<file path="config.mk">
export PLATFORM = sky130hd
export DESIGN_NAME = prg_divider
export DESIGN_NICKNAME = d
export VERILOG_FILES = /design/src/rtl/pointer_report_generator_top_macros.svh /design/src/rtl/prg_pkg.sv /design/src/rtl/prg_divider.sv
export SDC_FILE = /design/constraint.sdc
export NUM_CORES = 1
export LEC_CHECK = 0
export BUFFER_PORTS_ARGS = -buffer_cell sky130_fd_sc_hd__buf_2
export CAP_MARGIN = 25
export CORE_ASPECT_RATIO = 1.1
export CORE_MARGIN = 5
export CORE_UTILIZATION = 35
export DETAILED_ROUTE_END_ITERATION = 16
export HOLD_SLACK_MARGIN = 0.02
export PLACE_DENSITY_LB_ADDON = 0.08
export SETUP_SLACK_MARGIN = 0.4
export SLEW_MARGIN = 20
export SYNTH_ARGS = -nofsm -noshare
export SYNTH_HDL_FRONTEND = slang
export SYNTH_SLANG_ARGS = --single-unit
</file>
<file path="constraint.sdc">
create_clock -name i_clk -period 16.3 [get_ports i_clk]
set_input_delay 0.815 -clock i_clk [delete_from_list [all_inputs] [get_ports i_clk]]
set_output_delay 0.815 -clock i_clk [all_outputs]
set_load 0.01 [all_outputs]
</file>
<file path="src/rtl/pointer_report_generator_top_macros.svh">
// Assertion macros shared by the pointer report generator
`ifndef POINTER_REPORT_GENERATOR_TOP_MACROS_SVH
`define POINTER_REPORT_GENERATOR_TOP_MACROS_SVH
// Assert that an antecedent implies a consequent in the same cycle
`define PRG_ASSERT_IMP(label, clk, rst_n, ante, cons) \
    label: assert property (@(posedge clk) disable iff (!rst_n) (ante) |-> (cons)) \
        else $error("assertion failed");
// Assert that an antecedent implies a consequent in the next cycle
`define PRG_ASSERT_NEXT(label, clk, rst_n, ante, cons) \
    label: assert property (@(posedge clk) disable iff (!rst_n) (ante) |=> (cons)) \
        else $error("assertion failed");
`endif

</file>
<file path="src/rtl/prg_pkg.sv">
// Package: types, constants and helpers for the pointer report generator
package prg_pkg;
    localparam logic [1:0] MODE_ABS = 2'd0;
    localparam logic [1:0] MODE_REL = 2'd1;
    localparam logic [1:0] MODE_DIGI = 2'd2;
    localparam logic [1:0] KIND_REL_ALL = 2'd3;
    localparam logic [2:0] REG_MODE = 3'd0;
    localparam logic [2:0] REG_OX = 3'd1;
    localparam logic [2:0] REG_OY = 3'd2;
    localparam logic [2:0] REG_DW = 3'd3;
    localparam logic [2:0] REG_DH = 3'd4;
    localparam logic [2:0] REG_SW = 3'd5;
    localparam logic [2:0] REG_SH = 3'd6;
    localparam logic [2:0] REG_GAIN = 3'd7;
    localparam logic [1:0] EDGE_NONE = 2'd0;
    localparam logic [1:0] EDGE_PRESS = 2'd1;
    localparam logic [1:0] EDGE_RELEASE = 2'd2;
    localparam int QW = 17;
    localparam int NW = 49;
    localparam int DW = 26;
    localparam int QCW = 5;

    typedef enum logic [3:0] {
        t_ST_IDLE, t_ST_PREP_X, t_ST_DIV_X, t_ST_PREP_Y, t_ST_DIV_Y,
        t_ST_REL_SQ, t_ST_REL_MUL, t_ST_REL_GX, t_ST_REL_GY, t_ST_DONE
    } t_state;

    typedef struct packed {
        logic start;
        logic [NW-1:0] num;
        logic [DW-1:0] den;
    } t_div_req;

    typedef struct packed {
        logic busy;
        logic done;
        logic [QW-1:0] quot;
    } t_div_rsp;

    function automatic logic [1:0] edge_code(input logic now, input logic was);
        logic [1:0] r;
        r = EDGE_NONE;
        if (now && !was) r = EDGE_PRESS;
        else if (!now && was) r = EDGE_RELEASE;
        return r;
    endfunction
endpackage

</file>
<file path="src/rtl/prg_divider.sv">
// Restoring divider, one quotient bit per cycle, 17 quotient bits
module prg_divider (
    input  logic              i_clk,
    input  logic              i_rst_n,
    input  prg_pkg::t_div_req i_req,
    output prg_pkg::t_div_rsp o_rsp
);
    logic [prg_pkg::NW-1:0] r_rem, n_rem;
    logic [prg_pkg::DW-1:0] r_den;
    logic [prg_pkg::QW-1:0] r_quot, n_quot;
    logic [prg_pkg::QCW-1:0] r_cnt;
    logic r_busy, r_done;
    logic [prg_pkg::NW:0] trial;

    // trial subtract of den shifted to the current bit
    always_comb begin
        trial = {1'b0, r_rem} - ({{(prg_pkg::NW+1-prg_pkg::DW){1'b0}}, r_den}
                << r_cnt);
        n_rem = r_rem;
        n_quot = r_quot << 1;
        if (!trial[prg_pkg::NW]) begin
            n_rem = trial[prg_pkg::NW-1:0];
            n_quot[0] = 1'b1;
        end
    end

    always_ff @(posedge i_clk) begin
        if (!i_rst_n) begin
            r_busy <= 1'b0;
            r_done <= 1'b0;
            r_cnt <= '0;
        end else begin
            r_done <= 1'b0;
            if (i_req.start) begin
                r_busy <= 1'b1;
                r_cnt <= prg_pkg::QCW'(prg_pkg::QW - 1);
                r_rem <= i_req.num;
                r_den <= i_req.den;
                r_quot <= '0;
            end else if (r_busy) begin
                r_rem <= n_rem;
                r_quot <= n_quot;
                r_cnt <= r_cnt - prg_pkg::QCW'(1);
                if (r_cnt == '0) begin
                    r_busy <= 1'b0;
                    r_done <= 1'b1;
                end
            end
        end
    end

    assign o_rsp.busy = r_busy;
    assign o_rsp.done = r_done;
    assign o_rsp.quot = r_quot;
endmodule

</file>
======== Word level (Yosys, flattened, before mapping) ========
Cells that the tools add are included.
storage, ports and cells
  register bits ........................... 99
  bits in latches ......................... 0
  RAM bits ................................ 0
  ROM bits ................................ 0
  bits of input ports ..................... 78
  output and inout bits ................... 19
  word-level logic and storage cells ...... 31
  memories kept ........................... 0
operators by class
  $add $sub $neg .......................... 2
  multiply operators ...................... 0
  div/mod/pow operators ................... 0
  $lt $le $gt $ge ......................... 0
  equal/unequal tests ..................... 1
  shift-type cells ........................ 1
  muxes and demuxes ....................... 11
  bitwise gates (word level) .............. 2
  reduce and logical (&&, ||, !) cells .... 7
operators with widths
  cell                 count
  $mux 49              3
  $shl 26x5->50        1
  $sub 49x50->50       1
  $mux 17              1
  $mux 5               2
  $logic_not 5->1      1
  $mux 1               5
  $sub 5x1->5 const B  1
  $reduce_and 2->1     2
  $reduce_and 3->1     1
  $reduce_or 3->1      1
  $ne 2x2->1 const B   1
  $not 1->1            2
  $reduce_bool 2->1    1
  $reduce_or 2->1      1

======== Depth between registers and ports, before layout ========
Gate-level depths: netlist of the first run.
  depth in word-level cells ............... 5
  mapped depth ............................ 21
  depth with buffers taken out ............ 18

======== Worst setup path after synthesis of the first run ========
Ideal clock, no wire load.
  path type ............................... register to register
  start ................................... reg r_cnt[1] in the netlist's numbering
  end ..................................... reg r_rem[0] in the netlist's numbering, enable pin
  library setup time ...................... 462 ps
  arrival time ............................ 5975 ps
  data required time ...................... 15838 ps
  path slack .............................. 9864 ps
  cell stages (with the launch flop) ...... 21
  path buffers ............................ 4
  clock period less this slack ............ 6436 ps
  cell sequence ........................... dfxtp_1 buf_2 buf_1 buf_2 mux4_2 nand2_1 o21ai_0 o21ai_0 inv_1 a21oi_1 ha_1 clkbuf_1 a21o_1 a21o_1 a21o_1 a221oi_1 o21ai_0 a21oi_1 o21ai_1 xor2_1 o21ai_1
between the ends
  longest elaborated chain between the ends .. 4
RTL lines
  element                            RTL line           source
  from (decl)                        prg_divider.sv:11  logic [prg_pkg::QCW-1:0] r_cnt;
  from (signal assigned)             prg_divider.sv:36  r_cnt <= prg_pkg::QCW'(prg_pkg::QW - 1);
  from (signal assigned)             prg_divider.sv:43  r_cnt <= r_cnt - prg_pkg::QCW'(1);
  $shl 26x5->50                      prg_divider.sv:17  trial = {1'b0, r_rem} - ({{(prg_pkg::NW+1-prg_pkg::DW){1'b0}}, r_den}
  $sub 49x50->50                     prg_divider.sv:17
  $ne 2x2->1 (no source line)        n/a
  $reduce_and 3->1 (no source line)  n/a
  to (signal assigned)               prg_divider.sv:37  r_rem <= i_req.num;
  to (signal assigned)               prg_divider.sv:41  r_rem <= n_rem;
  to (decl)                          prg_divider.sv:8   logic [prg_pkg::NW-1:0] r_rem, n_rem;
No other way between the ends.
A chain may end at the register's enable or synchronous reset.

======== Final worst setup path of the first run ========
  start ................................... reg r_cnt[1] in the netlist's numbering
  end ..................................... reg r_rem[11] in the netlist's numbering, enable pin
The elaborated chain is that of the path after synthesis.

==> results list, run 1 <==
* Cell seen most often among critical-path stages: sky130_fd_sc_hd__mux2i_1
* Number of instances in the synthesized netlist: roughly 940
- At the pin with the least slew margin, the transition time is 907 ps.
* Main synth FF type: sky130_fd_sc_hd__edfxtp_1
- Cell-by-cell trace of the critical path: buf_4, mux2i_1, o21ai_0, mux2i_1, mux2i_1, nand2b_1, ha_1, a21oi_1, o211ai_1, a2111oi_0, o31a_1, o21ai_2, a21oi_1, o21ai_1, xor2_1, o21ai_4, buf_4
* WP buf/inv: 2
- The worst setup path is launched from a register.
- Clk root buf: sky130_fd_sc_hd__clkbuf_16
- IO Count: between 90 and 100
* Number of synthesized register bits: slightly below 100
- Post-route DRC: 0
- The finished layout holds between 1,000 and 1,500 standard cells, fillers aside.
- Y dimension of the die: 172 um
- Of all nets on the critical path, the largest fanout is 39.
- Relative to the synthesized area, the layout overhead comes to 9.76%.
* Share of cells above drive strength 1: 0.160
- After clock tree synthesis, the flow added hold-fix buffers numbering 0.
* Clock latency of the later-clocked register in the worst-skew pair: 370 ps
- Cell row count: 59
- Largest net degree at the start of global routing: about 100
- The die covers around 0.027 mm^2.
- The worst pin sits at a relative slew slack of 0.395.
- Yosys printed 0 warnings.
* Number of buffers created by CTS: 9
- By instance count, the leading cell after synthesis is sky130_fd_sc_hd__nand2_1.
- The synthesized design contains between 90 and 100 enable-type register cells.
- Total global routing track utilization: 0.176
* Num Clock Sinks: 99
- Of the synthesized area, sequential elements account for 0.347.
- Routed WL: roughly 24,000 um
- Post-CTS repair changed the size of 0 cells.
- Once detail routing completed, the nets flagged for antenna violations numbered 0.
* Setup repair after global routing missed its margin: no
- Detailed Route Iter0 Violations: about 600
- Unique cell type count in the Yosys netlist: between 60 and 70
- Leading area contributor after synthesis: sky130_fd_sc_hd__edfxtp_1
* Worst Setup End Kind: register
- CTS tree: done
- Clock Pin Slew Worst Setup and Hold Paths: roughly 70 ps
* Clock skew after layout: between 15 and 20 ps
- IR analysis of the VDD net gives a maximum drop of 0.0514 mV.
- For this run, the detailed router's first-pass iteration total came to 5.
- PD cells: around 120 mW/mm^2
* IO buf count: 96
* Final core utilization: 0.388
* Maximum clock insertion buffer count: 2
- Pins Over Slew Limit: 0
- Data on the critical path is required at its endpoint by 16,300 ps.
* Leak Pwr: about 3.5 nW
- Most frequent cells after synthesis: sky130_fd_sc_hd__nand2_1 (141), sky130_fd_sc_hd__edfxtp_1 (92), sky130_fd_sc_hd__o21ai_0 (82), sky130_fd_sc_hd__a21oi_1 (76), sky130_fd_sc_hd__nor2_1 (58)
- The congestion estimate from routability-driven global placement came to 0.919.
- The net count of the finished layout is roughly 1,100.
- The via count of the first global-routing pass came to 6,755.
- Of the post-synthesis cell area, the dominant cell type holds 0.331.
- After detailed routing, the average wire length per cell comes to approximately 19 um.
- Fmax: 0.171 GHz
- Final Critical Period: between 5000 and 6000 ps
- Run status: finished clean
- Half-perimeter wire length of the detailed placement result: between 15,000 and 20,000 um
* Count of endpoints failing hold in the final timing report: 0
- The number of placed instances, taps included, is between 1,000 and 1,500.
- Area of the core: between 0.02 and 0.025 mm^2
- Data on the critical path arrives at its endpoint at about 6000 ps.
- In this run the mean area of a mapped cell was ~9 um^2.
- Type of the tightest min-delay check: reg -> reg
- Overflow left after global routing: 0
- Using the TritonRoute via totals, the vias-per-cell ratio works out to 5.41.
* Number of antenna cells inserted: 0
* CP top delay family: compound AO/OA/AOI/OAI gates
- The floorplan step set the die width to around 160 um.
- Final total power: about 1.1 mW
* Wire length of the first global-routing pass: 37,100 um
* Initial core utilization: 0.354
- Crit path largest cell delay: 580 ps
- Crit Path Class: reg -> reg
- The initial antenna violation count was 0.
- Total vias in the final route: ~7,000
- Cell area after technology mapping: approximately 0.0084 mm^2
- Share of the clock period used by the worst path after layout: 0.358
* Synth async-reset ratio: 0
- Final setup viols: 0
- Cell types occupying the most area after synthesis: sky130_fd_sc_hd__edfxtp_1 (33%), sky130_fd_sc_hd__ha_1 (7.6%), sky130_fd_sc_hd__nand2_1 (6.3%), sky130_fd_sc_hd__o21ai_0 (4.9%), sky130_fd_sc_hd__a21oi_1 (4.6%)
* Slowest cell on crit path: sky130_fd_sc_hd__o21ai_0
- In the final timing run, aggregate negative setup slack is 0 ps.
- Synthesis produced a netlist with a net count of approximately 1,100.
- Clock H-tree levels: 3
* Buffers inserted during post-CTS setup optimization: 0
- Number of max-cap violations: 0
-- kinds of logic (layout without fill, tap and decap cells) --
family	count (synthesis)	after routing	synth area share
compound gates	273	273	0.204
xor+xnor	47	47	0.0493
fa+ha+maj	52	52	0.0787
simple gates	312	312	0.173
buf+inv	105	149	0.0605
mux	55	55	0.0871
flops	99	99	0.347
-- power by group --
part           switching [mW]  internal (mW)  leakage (nW)
clock                   0.103          0.106         0.137
combinational           0.327          0.204          2.42
sequential             0.0154          0.321         0.938
total                   0.446          0.632          3.49
-- through the flow --
stage	hold slack (ps)	setup WS [ps]	area, um^2
6_report	551	10470	9170
3_3_place_gp	528	10570	8890
5_1_grt	591	10150	9170
3_5_place_dp	541	10510	8890
4_1_cts	560	10460	9170
2_1_floorplan	538	9860	8360
-- layout by cell type (no fill, tap or decap), types with 12 or more instances in the layout --
master,Yosys,routed
sky130_fd_sc_hd__nand2_1,141,141
sky130_fd_sc_hd__buf_2,8,95
sky130_fd_sc_hd__edfxtp_1,92,92
sky130_fd_sc_hd__o21ai_0,82,82
sky130_fd_sc_hd__a21oi_1,76,76
sky130_fd_sc_hd__nor2_1,58,58
sky130_fd_sc_hd__ha_1,51,51
sky130_fd_sc_hd__mux2i_1,30,30
sky130_fd_sc_hd__inv_1,29,29
sky130_fd_sc_hd__xnor2_1,28,28
sky130_fd_sc_hd__nor2b_1,25,25
sky130_fd_sc_hd__a21o_1,24,24
sky130_fd_sc_hd__nand4_1,20,20
sky130_fd_sc_hd__xor2_1,19,19
sky130_fd_sc_hd__nand2b_1,17,17
sky130_fd_sc_hd__a211oi_1,14,14
sky130_fd_sc_hd__mux4_2,13,13
sky130_fd_sc_hd__nand3_1,13,13
sky130_fd_sc_hd__mux2_2,12,12
sky130_fd_sc_hd__nor3_1,12,12
-- final cells by class --
class                      count  area [um^2]
fill                        2460        14400
multi-input combinational    739         4960
sequential                    99         2900
timing repair buffer         103          536
tap                          305          382
clock buffer                  11          233
inverter                      30          113
clock inverter                 5         47.5
-- worst reg2reg max path: cells and delay by family, from the launching register on --
kind,cells,cell delay (ps)
simple gates,1,130
fa+ha+maj,1,420
xor+xnor,1,190
mux,3,810
compound gates,9,2680
flops,1,310
buf+inv,2,890
-- worst paths after layout --
| check | start | end | slack (ps) | depth (start not counted) |
|---|---|---|---|---|
| worst max-delay path | r_cnt[1]$_SDFFE_PP0P_ | r_rem[11]$_DFFE_PP_ | 10470 | 17 |
| worst min-delay path | r_cnt[3]$_SDFFE_PP0P_ | r_cnt[3]$_SDFFE_PP0P_ | 550 | 2 |
| worst max register to register | r_cnt[1]$_SDFFE_PP0P_ | r_rem[11]$_DFFE_PP_ | 10470 | 17 |
| worst min register to register | r_cnt[3]$_SDFFE_PP0P_ | r_cnt[3]$_SDFFE_PP0P_ | 550 | 2 |
-- metal layers --
layer  vias up  track usage  share of wire
met5         -            0              0
met4         0       0.0580          0.023
met3        31       0.0198          0.050
met2       179        0.276           0.44
met1      3284        0.253           0.48
li1       3502            -              -
-- flip-flops by register name, indices dropped and copies added, names as in the netlist --
name and cells:
r_done 1, r_den 26, r_quot 17, r_busy 1, r_rem 49, r_cnt 5
(Power assumes the default switching activity.)
==> inputs of run 2 (changes only) <==
--- a/config.mk
+++ b/config.mk
@@ -5,6 +5,7 @@
 export SDC_FILE = /design/constraint.sdc
 export NUM_CORES = 1
 export LEC_CHECK = 0
+export ABC_AREA = 1
 export BUFFER_PORTS_ARGS = -buffer_cell sky130_fd_sc_hd__buf_2
 export CAP_MARGIN = 25
 export CORE_ASPECT_RATIO = 1.1
==> constraint.sdc (replaced) <==
create_clock -name i_clk -period 5.3 [get_ports i_clk]
set_input_delay 0.265 -clock i_clk [delete_from_list [all_inputs] [get_ports i_clk]]
set_output_delay 0.265 -clock i_clk [all_outputs]
set_load 0.01 [all_outputs]
==> run 2 against run 1 <==
Against the previous run:
- sequential power grew to 3.0 times the previous value
- area after synthesis grew 18%
- power grew to 3.2 times the previous value
- non-clock buffer count grew 3
- largest power group unchanged
- synthesized cell count grew 68%
- critical path type unchanged
- hold slack lost 480 ps
- routed wire length grew 39%
- utilization grew 0.11 points
==> results list, run 2 <==
* Number of instances in the synthesized netlist: 1,585 (was 943)
- Sequential element share of the synthesized area: 0.294 (was 0.347)
- The commonest non-fill, non-tap cell in the layout is sky130_fd_sc_hd__nand2_1 (unchanged).
- Least setup slack across all paths after layout: 1180 ps (was 10,470 ps)
- Leak Pwr: 5.65 nW (was 3.49 nW)
- The number of library cell types mapped by synthesis was 45 (was 68).
* IO buf count: 96 (unchanged)
- Vias per inst: 4.80 (was 5.41)
- The master cell of the clock root buffer is sky130_fd_sc_hd__clkbuf_16 (unchanged).
- PD cells: 320 mW/mm^2 (was 117 mW/mm^2)
- Clock Pin Slew Worst Setup and Hold Paths: 80 ps (was 70 ps)
* Die area: 0.0317 mm^2 (was 0.0271 mm^2)
* Synthesized area divided by synthesized cell count: 6.24 um^2 (was 8.86 um^2)
- Maximum clock insertion buffer count: 2 (unchanged)
- The TritonCTS clock tree is done (unchanged).
- Most flop-heavy register: r_rem (unchanged)
- The category of the critical setup timing path is reg -> reg (unchanged).
* Leading area contributor after synthesis: sky130_fd_sc_hd__edfxtp_1 (unchanged)
- Overflow left after global routing: 0 (unchanged)
* Post-route DRC: 0 (unchanged)
* Cell-by-cell trace of the critical path: inv_2, nand2_1, nand3_1, o21ai_1, nand2_1, o21ai_1, o21ai_0, o21ai_1, ha_1, nand2_1, nor2_1, inv_1, nor2_2, nand2_1, nor2_1, nand2_1, nand3_1, nand3_1, nand2_2, buf_4 (was buf_4, mux2i_1, o21ai_0, mux2i_1, mux2i_1, nand2b_1, ha_1, a21oi_1, o211ai_1, a2111oi_0, o31a_1, o21ai_2, a21oi_1, o21ai_1, xor2_1, o21ai_4, buf_4)
- The number of iterations in the first detailed-routing pass was 5 (unchanged).
* Cell types occupying the most area after synthesis: sky130_fd_sc_hd__edfxtp_1 (28%), sky130_fd_sc_hd__nand2_1 (24%), sky130_fd_sc_hd__inv_1 (9.2%), sky130_fd_sc_hd__ha_1 (6.5%), sky130_fd_sc_hd__nand3_1 (5.0%) (was sky130_fd_sc_hd__edfxtp_1 (33%), sky130_fd_sc_hd__ha_1 (7.6%), sky130_fd_sc_hd__nand2_1 (6.3%), sky130_fd_sc_hd__o21ai_0 (4.9%), sky130_fd_sc_hd__a21oi_1 (4.6%))
* Routed wire per std cell: 16.6 um (was 18.6 um)
- Resized cells post-CTS: 0 (unchanged)
* WP buf/inv: 3 (was 2)
* Antenna violations before repair: 0 (unchanged)
* Net count after synthesis: 1,715 (was 1,073)
- The final total negative setup slack is 0 ps (unchanged).
* Post-Layout Cell Count: 2,011 (was 1,292)
- The critical path launch point type was a register (unchanged).
- Setup repair after global routing missed its margin: no (unchanged)
- The setup slack at placement was 1190 ps (was 10,510 ps).
- Buffers inserted during post-CTS setup optimization: 0 (unchanged)
- Total vias in the final route: 9,655 (was 6,996)
* Wire length of the first global-routing pass: 51,800 um (was 37,100 um)
- The flip-flop count of the largest register after layout is 49 (unchanged).
* Number of inserted filler cells in the final layout: 3,198 (was 2,460)
- Count of placed standard cells including taps: 1,995 (was 1,276)
* Count of endpoints failing hold in the final timing report: 0 (unchanged)
- The die outline height is 186 um (was 172 um).
- Total of hold buffers inserted after clock tree synthesis: 0 (unchanged)
* Slowest cell on crit path: sky130_fd_sc_hd__o21ai_0 (unchanged)
- The number of ports placed on the die boundary was 97 (unchanged).
* Leading registers by flop count: r_rem x49, r_den x26, r_quot x17 (unchanged)
- Number of synthesized register bits: 99 (unchanged)
- Fmax: 0.243 GHz (was 0.171 GHz)
- Area of the core: 0.0279 mm^2 (was 0.0236 mm^2)
- Final net count: 1,773 (was 1,112)
- The maximum net fanout on the critical path was 29 (was 39).
- Total global routing track utilization: 0.209 (was 0.176)
- Slew at the pin closest to its max-slew limit: 914 ps (was 907 ps)
- The number of endpoints failing setup at the final stage came to 0 (unchanged).
- The final critical-path share of the clock period came to 0.777 (was 0.358).
- The worst slew margin relative to its limit is 0.390 (was 0.395).
- Half-perimeter wire length of the detailed placement result: 27,700 um (was 18,900 um)
* Worst Path Required: 5330 ps (was 16,300 ps)
- Main synth FF type: sky130_fd_sc_hd__edfxtp_1 (unchanged)
- Clock H-tree levels: 3 (unchanged)
* Worst hold margin: 66.4 ps (was 551 ps)
- Routed WL: 33,400 um (was 24,000 um)
- Number of buffers created by CTS: 9 (unchanged)
* Run status: finished clean (unchanged)
- Most frequent cells after synthesis: sky130_fd_sc_hd__nand2_1 (634), sky130_fd_sc_hd__inv_1 (243), sky130_fd_sc_hd__nor2_1 (101), sky130_fd_sc_hd__nand3_1 (99), sky130_fd_sc_hd__edfxtp_1 (92) (was sky130_fd_sc_hd__nand2_1 (141), sky130_fd_sc_hd__edfxtp_1 (92), sky130_fd_sc_hd__o21ai_0 (82), sky130_fd_sc_hd__a21oi_1 (76), sky130_fd_sc_hd__nor2_1 (58))
- Post-synth EDFFs: 92 (unchanged)
* Syn. warnings: 0 (unchanged)
* Crit path largest cell delay: 440 ps (was 580 ps)
- The DRC violation total after the first TritonRoute iteration was 676 (was 588).
- The synthesis-to-layout area growth came to 9.74% (was 9.76%).
- Clock latency of the later-clocked register in the worst-skew pair: 370 ps (about the same)
- Cell seen most often among critical-path stages: sky130_fd_sc_hd__nand2_1 (was sky130_fd_sc_hd__mux2i_1)
- The via count of the first global-routing pass is 9,388 (was 6,755).
* ANT nets after route: 0 (unchanged)
- The fraction of synthesized cell area taken by the top area cell type came to 0.279 (was 0.331).
- Number of max-cap violations: 0 (unchanged)
- Type of the tightest min-delay check: in -> reg (was reg -> reg)
* Cell area after technology mapping: 0.00989 mm^2 (was 0.00836 mm^2)
- Final total power: 3.47 mW (was 1.08 mW)
* Arrival time at the worst endpoint: 4140 ps (was 5830 ps)
- Pins Over Slew Limit: 0 (unchanged)
* Most frequently used cell type in the post-synthesis netlist: sky130_fd_sc_hd__nand2_1 (unchanged)
* Final RePlAce weighted congestion: 0.892 (was 0.919)
- Initial core utilization: 0.355 (was 0.354)
* Clock skew after layout: 13.5 ps (was 18.2 ps)
* Largest net degree at the start of global routing: 85 (was 103)
* Worst IR drop on VDD: 0.133 mV (was 0.0514 mV)
- Cell row count: 64 (was 59)
- The width of the chip came to 170 um (was 157 um).
- The critical path's top delay family is simple AND/OR/NAND/NOR gates (was compound AO/OA/AOI/OAI gates).
* Num Clock Sinks: 99 (unchanged)
* Final Critical Period: 4120 ps (was 5830 ps)
* Share of cells above drive strength 1: 0.118 (was 0.160)
- The critical path endpoint category is a register (unchanged).
* Synth async-reset ratio: 0 (unchanged)
* Number of antenna cells inserted: 0 (unchanged)
- Most frequent cells in the layout: sky130_fd_sc_hd__nand2_1 (633), sky130_fd_sc_hd__inv_1 (243), sky130_fd_sc_hd__nor2_1 (101), sky130_fd_sc_hd__nand3_1 (99), sky130_fd_sc_hd__buf_2 (96) (was sky130_fd_sc_hd__nand2_1 (141), sky130_fd_sc_hd__buf_2 (95), sky130_fd_sc_hd__edfxtp_1 (92), sky130_fd_sc_hd__o21ai_0 (82), sky130_fd_sc_hd__a21oi_1 (76))
==> run 2: cell types whose count changed in the layout (fill, tap and decap cells not counted), moves of 21 or more <==
cell	delta
sky130_fd_sc_hd__nand2_1	+492
sky130_fd_sc_hd__a21o_1	-23
sky130_fd_sc_hd__nor2b_1	-25
sky130_fd_sc_hd__or2_1	+21
sky130_fd_sc_hd__o21ai_0	-45
sky130_fd_sc_hd__mux2i_1	-28
sky130_fd_sc_hd__o21ai_1	+44
sky130_fd_sc_hd__nor2_1	+43
sky130_fd_sc_hd__nand3_1	+86
sky130_fd_sc_hd__a21oi_1	-35
sky130_fd_sc_hd__inv_1	+214
==> run 2: final timing paths <==
path / start / endpoint / slack (ps) / cells past startpoint
setup reg to reg: r_cnt[0]$_SDFFE_PP0P_ / r_rem[19]$_DFFE_PP_ / 1180 / 20
hold / removal: i_req[6] / r_den[6]$_DFFE_PP_ / 70 / 1
setup / recovery: r_cnt[0]$_SDFFE_PP0P_ / r_rem[19]$_DFFE_PP_ / 1180 / 20
hold reg to reg: r_quot[13]$_SDFFCE_PP0P_ / r_quot[14]$_SDFFCE_PP0P_ / 570 / 2
==> run 2: logic make-up (layout without fill, tap and decap cells) <==
family,Yosys count,in the layout,share of synthesized area
and+or+nand+nor,933,933,0.395
xor gates and xnor gates,17,17,0.0151
buffers and inverters,316,379,0.133
DFF,99,99,0.294
adders and majority gates,52,52,0.0665
muxes,2,2,0.00202
AOI/OAI and AO/OA,166,166,0.0949
==> run 2: metal layers <==
layer	up-vias	GRT usage	part of all wire
li1	5073	-	-
met5	-	0	0
met2	211	0.351	0.47
met1	4332	0.282	0.46
met4	0	0.0633	0.027
met3	39	0.0250	0.038
==> run 2: power breakdown <==
| part | total, mW | leakage, nW | switching [mW] | internal (mW) |
|---|---|---|---|---|
| clock | 0.703 | 0.149 | 0.365 | 0.338 |
| combinational | 1.76 | 4.57 | 1.19 | 0.566 |
| sequential | 1.01 | 0.935 | 0.0449 | 0.968 |
| total | 3.47 | 5.65 | 1.60 | 1.87 |
==> run 2: through the flow <==
stage,utilization,area [um^2]
2_1_floorplan,-,9890
3_3_place_gp,0.379,10600
3_5_place_dp,0.379,10600
4_1_cts,0.389,10900
5_1_grt,0.389,10900
6_report,0.389,10900
==> run 2: layout make-up <==
| class | count | area, um^2 | share of cell area |
|---|---|---|---|
| Multi-Input combinational cell | 1170 | 5670 | 0.523 |
| Sequential cell | 99 | 2900 | 0.267 |
| Inverter | 257 | 965 | 0.0889 |
| Timing Repair Buffer | 106 | 556 | 0.0512 |
| Tap cell | 363 | 454 | 0.0418 |
| Clock buffer | 9 | 225 | 0.0208 |
| Clock inverter | 7 | 76.3 | 0.00703 |
==> inputs of run 3 (changes only) <==
==> constraint.sdc (replaced) <==
create_clock -name i_clk -period 3.55 [get_ports i_clk]
set_input_delay 0.1775 -clock i_clk [delete_from_list [all_inputs] [get_ports i_clk]]
set_output_delay 0.1775 -clock i_clk [all_outputs]
set_load 0.01 [all_outputs]
==> run 3 against run 2 <==
Against the previous run:
- global-route usage increased by 1.5 points
- cell count increased by 8.3%
- count of clock-buffer cells in the layout did not move
- clock power increased by 49%
- highest routed layer unchanged
==> results list, run 3 (synthesis gave the netlist of run 2 again) <==
- Clk root buf: sky130_fd_sc_hd__clkbuf_16 (unchanged)
- Post-route DRC: 0 (unchanged)
* DR pass1 iterations: 5 (unchanged)
* Worst Path Required: 3670 ps (was 5330 ps)
- The via count of the first global-routing pass came to 10,400 (was 9,388).
- The worst-case vdd ir drop came to 0.211 mV (was 0.133 mV).
- Cell row count: 64 (unchanged)
- Horizontal extent of the die: 170 um (unchanged)
- Initial core utilization: 0.355 (unchanged)
- The timing-limited maximum frequency is 0.292 GHz (was 0.243 GHz).
* Setup repair after global routing missed its margin: yes (was no)
- Crit path largest cell delay: 370 ps (was 440 ps)
- The classification of the worst-slack hold path is in -> reg (unchanged).
* R2r worst-path depth: 22 (was 20)
- The area of the core came to 0.0279 mm^2 (unchanged).
- The area of the die was 0.0317 mm^2 (unchanged).
* Pins Over Slew Limit: 0 (unchanged)
- The maximum number of pins on one net before global-route repair was 84 (was 85).
- The residual overflow from global routing is 0 (unchanged).
- Crit Path Class: reg -> reg (unchanged)
- Cell-by-cell trace of the critical path: buf_6, buf_4, nand2_1, o21ai_2, nor2_1, inv_1, nor2_1, o21ai_0, buf_4, ha_1, nand2_1, buf_4, nor2_2, nand2_1, nor2_1, nand2_1, nand3b_1, nand2_1, nand2_1, nand2_1, nand3_1, nand2_1 (was inv_2, nand2_1, nand3_1, o21ai_1, nand2_1, o21ai_1, o21ai_0, o21ai_1, ha_1, nand2_1, nor2_1, inv_1, nor2_2, nand2_1, nor2_1, nand2_1, nand3_1, nand3_1, nand2_2, buf_4).
- CTS tree: done (unchanged)
- The final critical delay including setup and external delays came to 3420 ps (was 4120 ps).
- The worst-case hold slack is 49.7 ps (was 66.4 ps).
- The DRC violation total after the first TritonRoute iteration came to 584 (was 676).
- Total vias in the final route: 10,500 (was 9,655)
- Wire length of the first global-routing pass: 55,200 um (was 51,800 um)
* Y dimension of the die: 186 um (unchanged)
- Clock H-tree levels: 3 (unchanged)
* Antenna violations before repair: 0 (unchanged)
- Flip-flop count of the largest register after layout: 49 (unchanged)
- Number of antenna cells inserted: 0 (unchanged)
- The residual antenna-violating net count after detailed routing was 0 (unchanged).
- Cell seen most often among critical-path stages: sky130_fd_sc_hd__nand2_1 (unchanged)
- Slew at the pin closest to its max-slew limit: 930 ps (was 914 ps)
* Worst Setup End Kind: register (unchanged)
- Leading registers by flop count: r_rem x49, r_den x26, r_quot x17 (unchanged)
- The hold-critical path depth came to 3 (was 1).
- The worst slew margin relative to its limit was 0.380 (was 0.390).
- Startpoint of the worst-slack reg-to-reg timing path: r_cnt[0]$_SDFFE_PP0P_ (unchanged)
- The number of endpoints failing setup at the final stage is 0 (unchanged).
* Total global routing track utilization: 0.224 (was 0.209)
* Slowest cell on crit path: sky130_fd_sc_hd__dfxtp_4 (was sky130_fd_sc_hd__o21ai_0)
- RR Endpoint: r_rem[40]$_DFFE_PP_ (was r_rem[19]$_DFFE_PP_)
- Half-perimeter wire length of the detailed placement result: 29,000 um (was 27,700 um)
- Leak Pwr: 6.69 nW (was 5.65 nW)
* Clock latency of the later-clocked register in the worst-skew pair: 380 ps (was 370 ps)
* Worst setup SP type: register (unchanged)
- The register containing the most flip-flops in the final layout is r_rem (unchanged).
* Number of buffers created by CTS: 9 (unchanged)
- The max-capacitance violation count is 0 (unchanged).
* Clock Pin Slew Worst Setup and Hold Paths: 80 ps (about the same)
- The areal power density over the cells is 466 mW/mm^2 (was 320 mW/mm^2).
- The setup slack on the worst flop-to-flop path is 130 ps (was 1180 ps).
- The number of input and output port buffers inserted came to 96 (unchanged).
- Most frequent cells in the layout: sky130_fd_sc_hd__nand2_1 (571), sky130_fd_sc_hd__inv_1 (225), sky130_fd_sc_hd__buf_4 (129), sky130_fd_sc_hd__buf_2 (97), sky130_fd_sc_hd__edfxtp_1 (92) (was sky130_fd_sc_hd__nand2_1 (633), sky130_fd_sc_hd__inv_1 (243), sky130_fd_sc_hd__nor2_1 (101), sky130_fd_sc_hd__nand3_1 (99), sky130_fd_sc_hd__buf_2 (96))
- The worst setup skew after layout was 13.1 ps (was 13.5 ps).
- Post-Layout Cell Count: 2,177 (was 2,011)
- The timing endpoint of the critical path is r_rem[40]$_DFFE_PP_ (was r_rem[19]$_DFFE_PP_).
- Final core utilization: 0.484 (was 0.389)
* Routed wire per std cell: 16.5 um (was 16.6 um)
- IO Count: 97 (unchanged)
- The number of buffers on the longest clock path came to 2 (unchanged).
- The synthesis-to-layout area growth came to 36.4% (was 9.74%).
- The commonest non-fill, non-tap cell in the layout is sky130_fd_sc_hd__nand2_1 (unchanged).
* Arrival time at the worst endpoint: 3550 ps (was 4140 ps)
- Share of the clock period used by the worst path after layout: 0.964 (was 0.777)
* CP Max Fanout: 6 (was 29)
- The via density per instance was 4.82 (was 4.80).
* Final net count: 1,939 (was 1,773)
* Share of cells above drive strength 1: 0.307 (was 0.118)
- The sum of routed wire length over all layers is 35,900 um (was 33,400 um).
- The number of failing hold endpoints at the final stage was 0 (unchanged).
* Timing startpoint of the critical path: r_cnt[0]$_SDFFE_PP0P_ (unchanged)
- Run status: finished clean (unchanged)
- Count of placed standard cells including taps: 2,110 (was 1,995)
- Num Clock Sinks: 99 (unchanged)
- Final RePlAce weighted congestion: 0.940 (was 0.892)
## run 3: changes by cell type in the layout (fill, tap and decap cells not counted), sizes merged
cell,previous run,this run
dlygate4sd3,0,26
clkinv,4,3
buf,106,246
clkinvlp,0,1
## run 3: final cells by class
cell class | instances | area (um^2)
clock buffer | 9 | 225
tap | 363 | 454
timing repair buffer | 272 | 2070
clock inverter | 7 | 67.6
multi-input combinational | 1170 | 6800
inverter | 257 | 972
fill | 2948 | 14400
sequential | 99 | 2910
## run 3: how the worst min path moves through the flow
| stage | start | to | slack, ps |
|---|---|---|---|
| after floorplan | i_req[0] | r_den[0]$_DFFE_PP_ | 280 |
| after global placement | i_req[9] | r_den[9]$_DFFE_PP_ | 350 |
| after detailed placement | i_req[10] | r_den[10]$_DFFE_PP_ | 360 |
| after CTS | i_rst_n | r_cnt[4]$_SDFFE_PN0N_ | 40 |
| after global routing | i_rst_n | r_cnt[4]$_SDFFE_PN0N_ | 60 |
| final | i_rst_n | r_cnt[4]$_SDFFE_PN0N_ | 50 |
## run 3: metrics by stage
step	total power, mW	setup TNS, ps	worst slack, ps	cell area, um^2
5_1_grt	6.72	-2020	-85.3	13500
2_1_floorplan	3.39	0	418	9910
3_5_place_dp	4.55	-1990	-83.1	11500
6_report	6.29	0	128	13500
3_3_place_gp	4.54	-2110	-73.7	11500
4_1_cts	5.91	0	123	12800
## run 3: worst max-delay path: cells and delay by family, from the launching register on
kind	cells	cell delay (ps)
simple gates	14	1520
buf+inv	5	720
flops	1	370
fa+ha+maj	1	360
compound gates	2	180
## run 3: power breakdown
| group | switching [mW] | internal [mW] |
|---|---|---|
| combinational | 2.19 | 1.52 |
| sequential | 0.0851 | 1.45 |
| clock | 0.548 | 0.499 |
| total | 2.82 | 3.46 |
## run 3: layer usage
| layer | share of wire | vias to the layer above | GRT usage |
|---|---|---|---|
| met2 | 0.48 | 220 | 0.381 |
| met5 | 0 | - | 0 |
| met1 | 0.44 | 4807 | 0.293 |
| met4 | 0.037 | 0 | 0.0802 |
| met3 | 0.036 | 56 | 0.0235 |
| li1 | - | 5412 | - |
## run 3: what timing repair did
action                                  4_1_cts  5_1_grt
resized for setup                           124      165
hold endpoints to repair                     26        0
gates cloned                                  3        0
hold buffers                                 26        0
buffers inserted                             12       10
pin swaps                                    19       53
endpoints found under the setup margin       86       89
